$ cat src/hdl/lco_pkg.sv
// Lorenz oscillator package: widths, fixed-point constants, job codes, FSM states
// and the packed payload and MAC control structs.
// No dependencies; imported by lco_mac and lorenz_chaotic_oscillator.
`default_nettype none

package lco_pkg;

    // Euler steps per sample tick
    localparam int STEPS  = 100;
    localparam int STEP_W = $clog2(STEPS + 1);

    // field and state widths
    localparam int IN_W    = 24;
    localparam int OUT_W   = 32;
    localparam int SCALE_W = 24;
    localparam int RATE_W  = IN_W + 2;   // frequency + modulation
    localparam int ST_W    = 40;         // Q9.30 state
    localparam int FR      = 30;         // state fraction bits
    localparam int Q_SH    = 48;         // step-size fraction bits
    localparam int D_W     = 48;         // saturated increment width
    localparam int Q_W     = 50;         // step size width
    localparam int F_W     = 51;         // derivative width
    localparam int T_W     = 42;         // z * beta term width
    localparam int W_W     = ST_W + 1;   // rho - z, y - x

    // shared multiplier: 64-bit operands split in two 32-bit limbs
    localparam int LIMB_W = 32;
    localparam int OP_W   = 2 * LIMB_W;
    localparam int PP_W   = 2 * LIMB_W + 2;
    localparam int ACC_W  = 100;

    localparam logic [SCALE_W-1:0]     SCALE_RESET = 24'd249322;
    localparam logic signed [ST_W-1:0] X_RESET     = 40'sd107374182;
    localparam logic signed [ST_W-1:0] Y_RESET     = 40'sd214748365;
    localparam logic signed [ST_W-1:0] Z_RESET     = 40'sd322122547;
    localparam logic signed [OP_W-1:0] BETA_Q30    = 64'sd2863311531;
    localparam logic signed [W_W-1:0]  RHO_Q30     = 41'sd30064771072;

    typedef logic signed [OP_W-1:0] lco_op_t;

    // products run through the shared unit, in issue order within a step
    typedef enum logic [3:0] {
        JOB_Q,   // rate * step_scale
        JOB_ZB,  // z * beta
        JOB_XY,  // x * y
        JOB_W2,  // x * (rho - z)
        JOB_DX,  // q * f1
        JOB_DZ,  // q * f3
        JOB_DY,  // q * f2
        JOB_OZ,  // gain * z
        JOB_OY   // gain * y
    } lco_job_t;

    typedef enum logic [1:0] {
        ST_IDLE,
        ST_RUN,
        ST_WAIT,
        ST_DRAIN
    } lco_state_t;

    typedef struct packed {
        logic [IN_W-1:0]        base_frequency;
        logic signed [IN_W-1:0] modulation_offset;
        logic signed [IN_W-1:0] gain;
    } lco_in_t;

    typedef struct packed {
        logic signed [OUT_W-1:0] main_sample;
        logic signed [OUT_W-1:0] second_sample;
    } lco_out_t;

    typedef struct packed {
        logic     valid;
        lco_job_t tag;
        lco_op_t  a;
        lco_op_t  b;
    } lco_mac_req_t;

    typedef struct packed {
        logic     ready;
        logic     done;
        lco_job_t tag;
    } lco_mac_status_t;

endpackage

`default_nettype wire

$ cat src/hdl/lco_mac.sv
// Shared 64x64 signed multiply unit built from one 33x33 multiplier, four limb
// products per job, accumulated into a 100-bit sum. Depends on lco_pkg.
`default_nettype none

module lco_mac (
    input  logic                                clk,
    input  logic                                rst_n,
    input  lco_pkg::lco_mac_req_t               req,
    output lco_pkg::lco_mac_status_t            status,
    output logic signed [lco_pkg::ACC_W-1:0]    acc
);
    import lco_pkg::*;

    logic                      busy_reg;
    logic [1:0]                cnt_reg;
    lco_op_t                   op_a_reg;
    lco_op_t                   op_b_reg;
    lco_job_t                  tag_reg;

    logic                      pp_valid_reg;
    logic [1:0]                pp_cnt_reg;
    lco_job_t                  pp_tag_reg;
    logic signed [PP_W-1:0]    pp_reg;

    logic signed [ACC_W-1:0]   acc_reg;
    logic                      done_reg;
    lco_job_t                  done_tag_reg;

    logic                      ready;
    logic                      take;
    logic signed [LIMB_W:0]    a_limb;
    logic signed [LIMB_W:0]    b_limb;
    logic signed [PP_W-1:0]    prod;
    logic signed [ACC_W-1:0]   pp_ext;
    logic signed [ACC_W-1:0]   pp_shifted;
    logic signed [ACC_W-1:0]   acc_next;

    // a new job may enter while the last limb product of the current one issues
    assign ready = !busy_reg || (cnt_reg == 2'd3);
    assign take  = req.valid && ready;

    // cnt: 0 lo*lo, 1 lo*hi, 2 hi*lo, 3 hi*hi
    assign a_limb = cnt_reg[1] ? {op_a_reg[OP_W-1], op_a_reg[OP_W-1:LIMB_W]}
                               : {1'b0, op_a_reg[LIMB_W-1:0]};
    assign b_limb = cnt_reg[0] ? {op_b_reg[OP_W-1], op_b_reg[OP_W-1:LIMB_W]}
                               : {1'b0, op_b_reg[LIMB_W-1:0]};
    assign prod   = a_limb * b_limb;

    always_ff @(posedge clk or negedge rst_n)
    begin
        if (!rst_n)
        begin
            busy_reg     <= 1'b0;
            cnt_reg      <= 2'd0;
            pp_valid_reg <= 1'b0;
            done_reg     <= 1'b0;
        end
        else
        begin
            if (take)
            begin
                busy_reg <= 1'b1;
                cnt_reg  <= 2'd0;
            end
            else if (busy_reg)
            begin
                cnt_reg <= cnt_reg + 2'd1;
                if (cnt_reg == 2'd3)
                begin
                    busy_reg <= 1'b0;
                end
            end
            pp_valid_reg <= busy_reg;
            done_reg     <= pp_valid_reg && (pp_cnt_reg == 2'd3);
        end
    end

    always_ff @(posedge clk)
    begin
        if (take)
        begin
            op_a_reg <= req.a;
            op_b_reg <= req.b;
            tag_reg  <= req.tag;
        end
        pp_reg       <= prod;
        pp_cnt_reg   <= cnt_reg;
        pp_tag_reg   <= tag_reg;
        done_tag_reg <= pp_tag_reg;
        if (pp_valid_reg)
        begin
            acc_reg <= acc_next;
        end
    end

    assign pp_ext = {{(ACC_W - PP_W){pp_reg[PP_W-1]}}, pp_reg};

    always_comb
    begin
        unique case (pp_cnt_reg)
            2'd0:    pp_shifted = pp_ext;
            2'd1:    pp_shifted = pp_ext <<< LIMB_W;
            2'd2:    pp_shifted = pp_ext <<< LIMB_W;
            default: pp_shifted = pp_ext <<< (2 * LIMB_W);
        endcase
    end

    // first limb product restarts the sum; wraparound is harmless, results fit
    assign acc_next = ((pp_cnt_reg == 2'd0) ? '0 : acc_reg) + pp_shifted;

    assign status.ready = ready;
    assign status.done  = done_reg;
    assign status.tag   = done_tag_reg;
    assign acc          = acc_reg;

endmodule

`default_nettype wire

$ cat config.mk
export PLATFORM = sky130hd
export DESIGN_NAME = lco_mac
export DESIGN_NICKNAME = d
export VERILOG_FILES = /design/src/hdl/lco_pkg.sv /design/src/hdl/lco_mac.sv
export SDC_FILE = /design/constraint.sdc
export NUM_CORES = 2
export LEC_CHECK = 0
export BUFFER_PORTS_ARGS = -buffer_cell sky130_fd_sc_hd__buf_2
export CORE_MARGIN = 2
export CORE_UTILIZATION = 35
export CTS_CLUSTER_DIAMETER = 150
export DETAILED_ROUTE_END_ITERATION = 8
export PLACE_DENSITY = 0.58
export SYNTH_ARGS = -nofsm -noshare
export SYNTH_HDL_FRONTEND = slang
export SYNTH_SLANG_ARGS = --single-unit
$ cat constraint.sdc
create_clock -name clk -period 8.4 [get_ports clk]
set_input_delay 0 -clock clk [delete_from_list [all_inputs] [get_ports clk]]
set_output_delay 0 -clock clk [all_outputs]
set_load 0.03 [all_outputs]
# Yosys cells after proc, flatten, opt, wreduce, memory -nomap -nowiden
# Cells that the tools add are included.
dict set report totals {
  regBits 313
  in_bits 135
  word_cells 35
}
dict set report op_classes {
  n_addsub 2
  n_mul 1
  eq_ne 4
  n_mux 9
  reduce_logical 7
}
# cell count
set ops {}
lappend ops {{one-hot mux 100 bit (2 select lines)} 1}
lappend ops {{adder 100 bit} 1}
lappend ops {{two-way mux 100 bit} 1}
lappend ops {{multiplier 33 x 33 -> 66 bit} 1}
lappend ops {{two-way mux 33 bit} 2}
lappend ops {{== test 2 bit (second input constant)} 3}
lappend ops {{two-way mux 2 bit} 2}
lappend ops {{two-way mux 1 bit} 3}
lappend ops {{adder 2 x 1 -> 2 bit (second input constant)} 1}
lappend ops {{== test 2 x 1 -> 1 bit (second input constant)} 1}
lappend ops {{logical AND 1 bit} 2}
lappend ops {{logical NOT 2 bit} 1}
lappend ops {{nonzero test 2 bit} 1}
lappend ops {{OR reduction 2 bit} 1}
lappend ops {{logical NOT 1 bit} 1}
lappend ops {{logical OR 1 bit} 1}

# Logic depth before layout (Yosys ltp)
dict set report depth {
  word_depth 4
  mapped_depth 34
}

# Worst setup path after synthesis
# OpenSTA, ideal clock, no wires.
dict set report synth_path {
  path_type {flip-flop to flip-flop}
  start {register cnt_reg[0]}
  end {register pp_reg[63]}
  setup_time_ns 0.120
  t_arrival_ns 8.556
  setup_slack_ns -0.276
  path_stages_with_launch 28
  path_buffers 4
  synth_period_minus_slack_ns 8.676
  path_cell_list {dfrtp_1 -> clkbuf_1 -> buf_1 -> buf_1 -> mux2i_1 -> clkbuf_1 -> nor2_1 -> fa_1 -> inv_1 -> fa_1 -> inv_1 -> fa_1 -> fa_1 -> fa_1 -> fa_1 -> fa_1 -> inv_1 -> fa_1 -> inv_1 -> ha_1 -> a21oi_1 -> nor2b_1 -> or3_1 -> nor4_1 -> a211oi_1 -> o21ai_1 -> nor3_1 -> a211o_1}
}
dict set report synth_between {
  elab_chain_len 2
}
# element line_no
set synth_rtl {}
lappend synth_rtl {{from (decl)} lco_mac.sv:15} ;# logic [1:0] cnt_reg;
lappend synth_rtl {{from (signal assigned)} lco_mac.sv:67} ;# cnt_reg <= cnt_reg + 2'd1;
lappend synth_rtl {{two-way mux 33 bit} lco_mac.sv:45} ;# assign b_limb = cnt_reg[0] ? {op_b_reg[OP_W-1], op_b_reg[OP_W-1:LIMB_W]}
lappend synth_rtl {{multiplier 33 x 33 -> 66 bit} lco_mac.sv:47} ;# assign prod = a_limb * b_limb;
lappend synth_rtl {{net prod[63]} lco_mac.sv:33} ;# logic signed [PP_W-1:0] prod;
lappend synth_rtl {{to (signal assigned)} lco_mac.sv:86} ;# pp_reg <= prod;
lappend synth_rtl {{to (decl)} lco_mac.sv:23} ;# logic signed [PP_W-1:0] pp_reg;
# The timed path passes the listed nets, and every way through them passes these cells.
# A chain may end at the register's enable or synchronous reset.

# Final worst setup path
dict set report layout_path {
  start {register cnt_reg[0]}
  end {register pp_reg[64]}
}
# Same word-level chain as after synthesis.

==> qor_table.md <==
| Parameter | Reported |
|:---|:---|
| Outcome | completed |
| Met3 demand-to-capacity share in global routing | 0.06477 |
| Die Footprint | 156500 um2 |
| Total number of nets in the final design | 7631 |
| Remaining antenna violation count | 0 |
| GRT Total Usage | 0.2360 |
| Setup crit end kind | register |
| Number of nets produced by synthesis | 7180 |
| Fraction of registers with async set/reset | 0.01597 |
| Vias post-DR | 40900 |
| Number of unique standard cell types used by synthesis | 85 |
| Largest family of logic cells by synthesized area | adder cells |
| Total of endpoints with negative setup slack in the final report | 0 |
| CTS Root Buffer Type | sky130_fd_sc_hd__clkbuf_16 |
| Clock transition at path regs | 0.06 ns |
| Clock tree buffer depth | 3 |
| Biggest fanout along the worst timing path | 14 |
| Core region area | 152100 um2 |
| Most area-consuming cells after synthesis | sky130_fd_sc_hd__fa_1, sky130_fd_sc_hd__edfxtp_1, sky130_fd_sc_hd__inv_1 |
| Number of synthesis warnings | 0 |
| Post-synthesis xor/xnor area fraction | 0.02529 |
| Synth Cell Area | 53680 um2 |
| Share of the synthesized area in the top cell type | 0.4270 |
| Worst endpoint data arrival time | 8.73 ns |
| Fraction of met1 tracks used by global routing | 0.3207 |
| Unrepaired setup endpoints after global routing | yes |
| Final Hold Vio Count | 0 |
| Count of filler cells inserted in the layout | 15010 |
| Synth Area in Adders | 0.4943 |
| Number of buffers created by CTS | 37 |
| Clock latency reported for the late side of the worst-skew pair | 0.60 ns |
| Combined buffer and inverter count along the critical path | 9 |
| Initial antenna violation count | 3 |
| Total clock sinks | 313 |
| Via density per instance | 5.035 |
| Maximum number of pins on one net before global-route repair | 82 |
| Most repeated library cell on the critical path | sky130_fd_sc_hd__fa_1 |
| Dominant synthesized flop cell | sky130_fd_sc_hd__edfxtp_1 |
| Path class of the lowest-slack min-delay path | in -> reg |
| Setup Skew | 0.04074 ns |
| Multiplexer area fraction after synthesis | 0.02909 |
| Busiest layer in global routing | met2 |
| Floorplan die height | 395.6 um |
| Max-slew headroom | 0.2810 |
| Clock tree from TritonCTS | done |
| Count of state elements after synthesis | 313 |
| RD Place Congestion | 0.9846 |
| Element type at the critical path start | register |
| Endpoint required time on the critical path | 8.91 ns |
| Time the worst path needs with I/O delays and setup | 8.216 ns |
| Routed length per instance | 22.75 um |
| Path type of the worst setup path | reg -> reg |
| Standard cell area after detailed placement | 59180 um2 |
| Maximum clock rate | 121.7 MHz |
| Finished Cell Area | 62560 um2 |
| Compound-gate portion of the synthesized area | 0.06573 |
| Count of pins on the block boundary | 241 |
| Number of H-tree levels | 2 |
| Site Rows | 143 |
| Synth Area in Simple Gates | 0.1224 |
| Met2 Use GR | 0.3660 |
| Overflow left after global routing | 0 |
| Sequential cell area fraction in the yosys report | 0.1604 |
| Count of input and output buffers | 240 |
| DRT Wirelength | 184800 um |
| Mapped Avg Cell Area | 9.568 um2 |
| Dominant cell by count in the synthesized netlist | sky130_fd_sc_hd__inv_1 |
| Share of the clock period used by the worst path after layout | 0.9781 |
| First-pass GRT wire length | 276300 um |
| Standard cell with the maximum stage delay on the critical path | sky130_fd_sc_hd__mux2i_1 |
| Family with the most delay on the worst path | adder cells |
| HPWL after detailed placement | 152200 um |
| Die W | 395.6 um |
| Final Max Tran Viols | 0 |
| Number of enable-type register cells in the synthesized netlist | 232 |
| Area growth syn-to-layout | 16.54% |
| Leading post-synthesis cells by instance count | sky130_fd_sc_hd__inv_1, sky130_fd_sc_hd__fa_1, sky130_fd_sc_hd__nor2_1 |
| Share of final-layout standard cells stronger than drive strength 1 | 0.1299 |
| Drt first pass iters | 6 |
| Number of global-route vias before repair | 43570 |
| Post-Syn Instances | 5611 |
| Cell taking the most area after synthesis | sky130_fd_sc_hd__fa_1 |
| Residual DRC count | 0 |
| Number of max-capacitance violations reported | 0 |
| Flip-flop count of the largest register, all copies and words added | 99 |
| Slowest Stage Delay on Critical Path | 0.65 ns |
| Effective utilization at floorplan | 0.3530 |
| Worst Max-Slew Pin Slew | 1.078 ns |
| Iter 0 DRT Violations | 3490 |
==> per-layer routing <==
layer	vias up	wire length, um
li1	17970	-
met1	20670	77180
met2	1940	80790
met3	314	19850
met4	0	6990
met5	-	0
==> worst register-to-register path: cells and delay by family, from the launching register on <==
| family | cells | cell delay (ns) |
|---|---|---|
| AND/OR/NAND/NOR | 4 | 0.52 |
| multiplexers | 1 | 0.66 |
| adder cells (fa/ha/maj) | 9 | 4.01 |
| buffers and inverters | 9 | 1.11 |
| AO/OA/AOI/OAI | 7 | 1.35 |
| flip-flops | 1 | 0.49 |
==> worst paths after layout <==
path,start,to,slack (ns),cells after the start
setup / recovery,cnt_reg[0]$_DFFE_PN0P_,pp_reg[64]$_DFF_P_,0.18,30
hold / removal,req[10],op_b_reg[10]$_DFFE_PP_,0.12,2
setup reg to reg,cnt_reg[0]$_DFFE_PN0P_,pp_reg[64]$_DFF_P_,0.18,30
hold reg to reg,pp_tag_reg[1]$_DFF_P_,done_tag_reg[1]$_DFF_P_,0.33,0
max in group asynchronous,rst_n,cnt_reg[1]$_DFFE_PN0P_,7.08,3
min in group asynchronous,rst_n,done_reg$_DFF_PN0_,0.60,3
==> placed cells by master, fill, tap and decap left out, types with 50 or more instances in the layout <==
cell type,n
sky130_fd_sc_hd__nor2_1,651
sky130_fd_sc_hd__dlygate4sd3_1,135
sky130_fd_sc_hd__buf_2,240
sky130_fd_sc_hd__xnor2_1,101
sky130_fd_sc_hd__xor2_1,54
sky130_fd_sc_hd__edfxtp_1,232
sky130_fd_sc_hd__buf_4,208
sky130_fd_sc_hd__inv_1,1211
sky130_fd_sc_hd__nor2b_1,83
sky130_fd_sc_hd__ha_1,280
sky130_fd_sc_hd__mux2_2,50
sky130_fd_sc_hd__dfxtp_1,76
sky130_fd_sc_hd__a21oi_1,189
sky130_fd_sc_hd__o21ai_0,70
sky130_fd_sc_hd__a21o_1,79
sky130_fd_sc_hd__fa_1,1132
sky130_fd_sc_hd__nand2_1,620
==> layout make-up <==
class / count / area (um2) / share of cell area
sequential: 313 / 8625 / 0.1379
tap: 2030 / 2540 / 0.04060
timing repair buffer: 659 / 5430 / 0.08680
inverter: 1215 / 4561 / 0.07290
antenna: 2 / 5.005 / 0.00008000
clock buffer: 53 / 1154 / 0.01844
multi-input combinational: 3836 / 40080 / 0.6407
clock inverter: 15 / 166.4 / 0.002660
==> stage by stage <==
stage                     setup slack (ns)  TNS [ns]  cells  hold slack, ns  utilization
final                               0.1843         0   8123          0.1162       0.4114
after global routing              -0.03000  -0.04170   8121          0.1240       0.4113
after CTS                        0.0002647         0   8095         0.08646       0.4069
after detailed placement           -0.1578   -0.6745   7892        -0.02953       0.3891
after global placement             -0.1650   -0.5085   7892        -0.02844       0.3891
after floorplan                   0.001437         0   5611         -0.2956            -
==> cells by family (layout without fill, tap and decap cells) <==
group	after synthesis	after routing
mux	147	148
flops	313	313
xor+xnor	155	155
other cells	1	3
compound gates	537	537
simple gates	1561	1561
fa+ha+maj	1434	1434
buf+inv	1463	1942
==> timing repair <==
action / 4_1_cts / 5_1_grt
cloned: 0 / 4
hold buffers: 135 / 0
gates resized for setup: 9 / 106
pin swaps: 0 / 10
endpoints found under the setup margin: 7 / 26
setup buffers: 0 / 22
endpoints found under the hold margin: 139 / 0
Power is left out: the tool's default activity adds up to more than one toggle a clock period on the data nets, which glitch-free logic cannot reach.
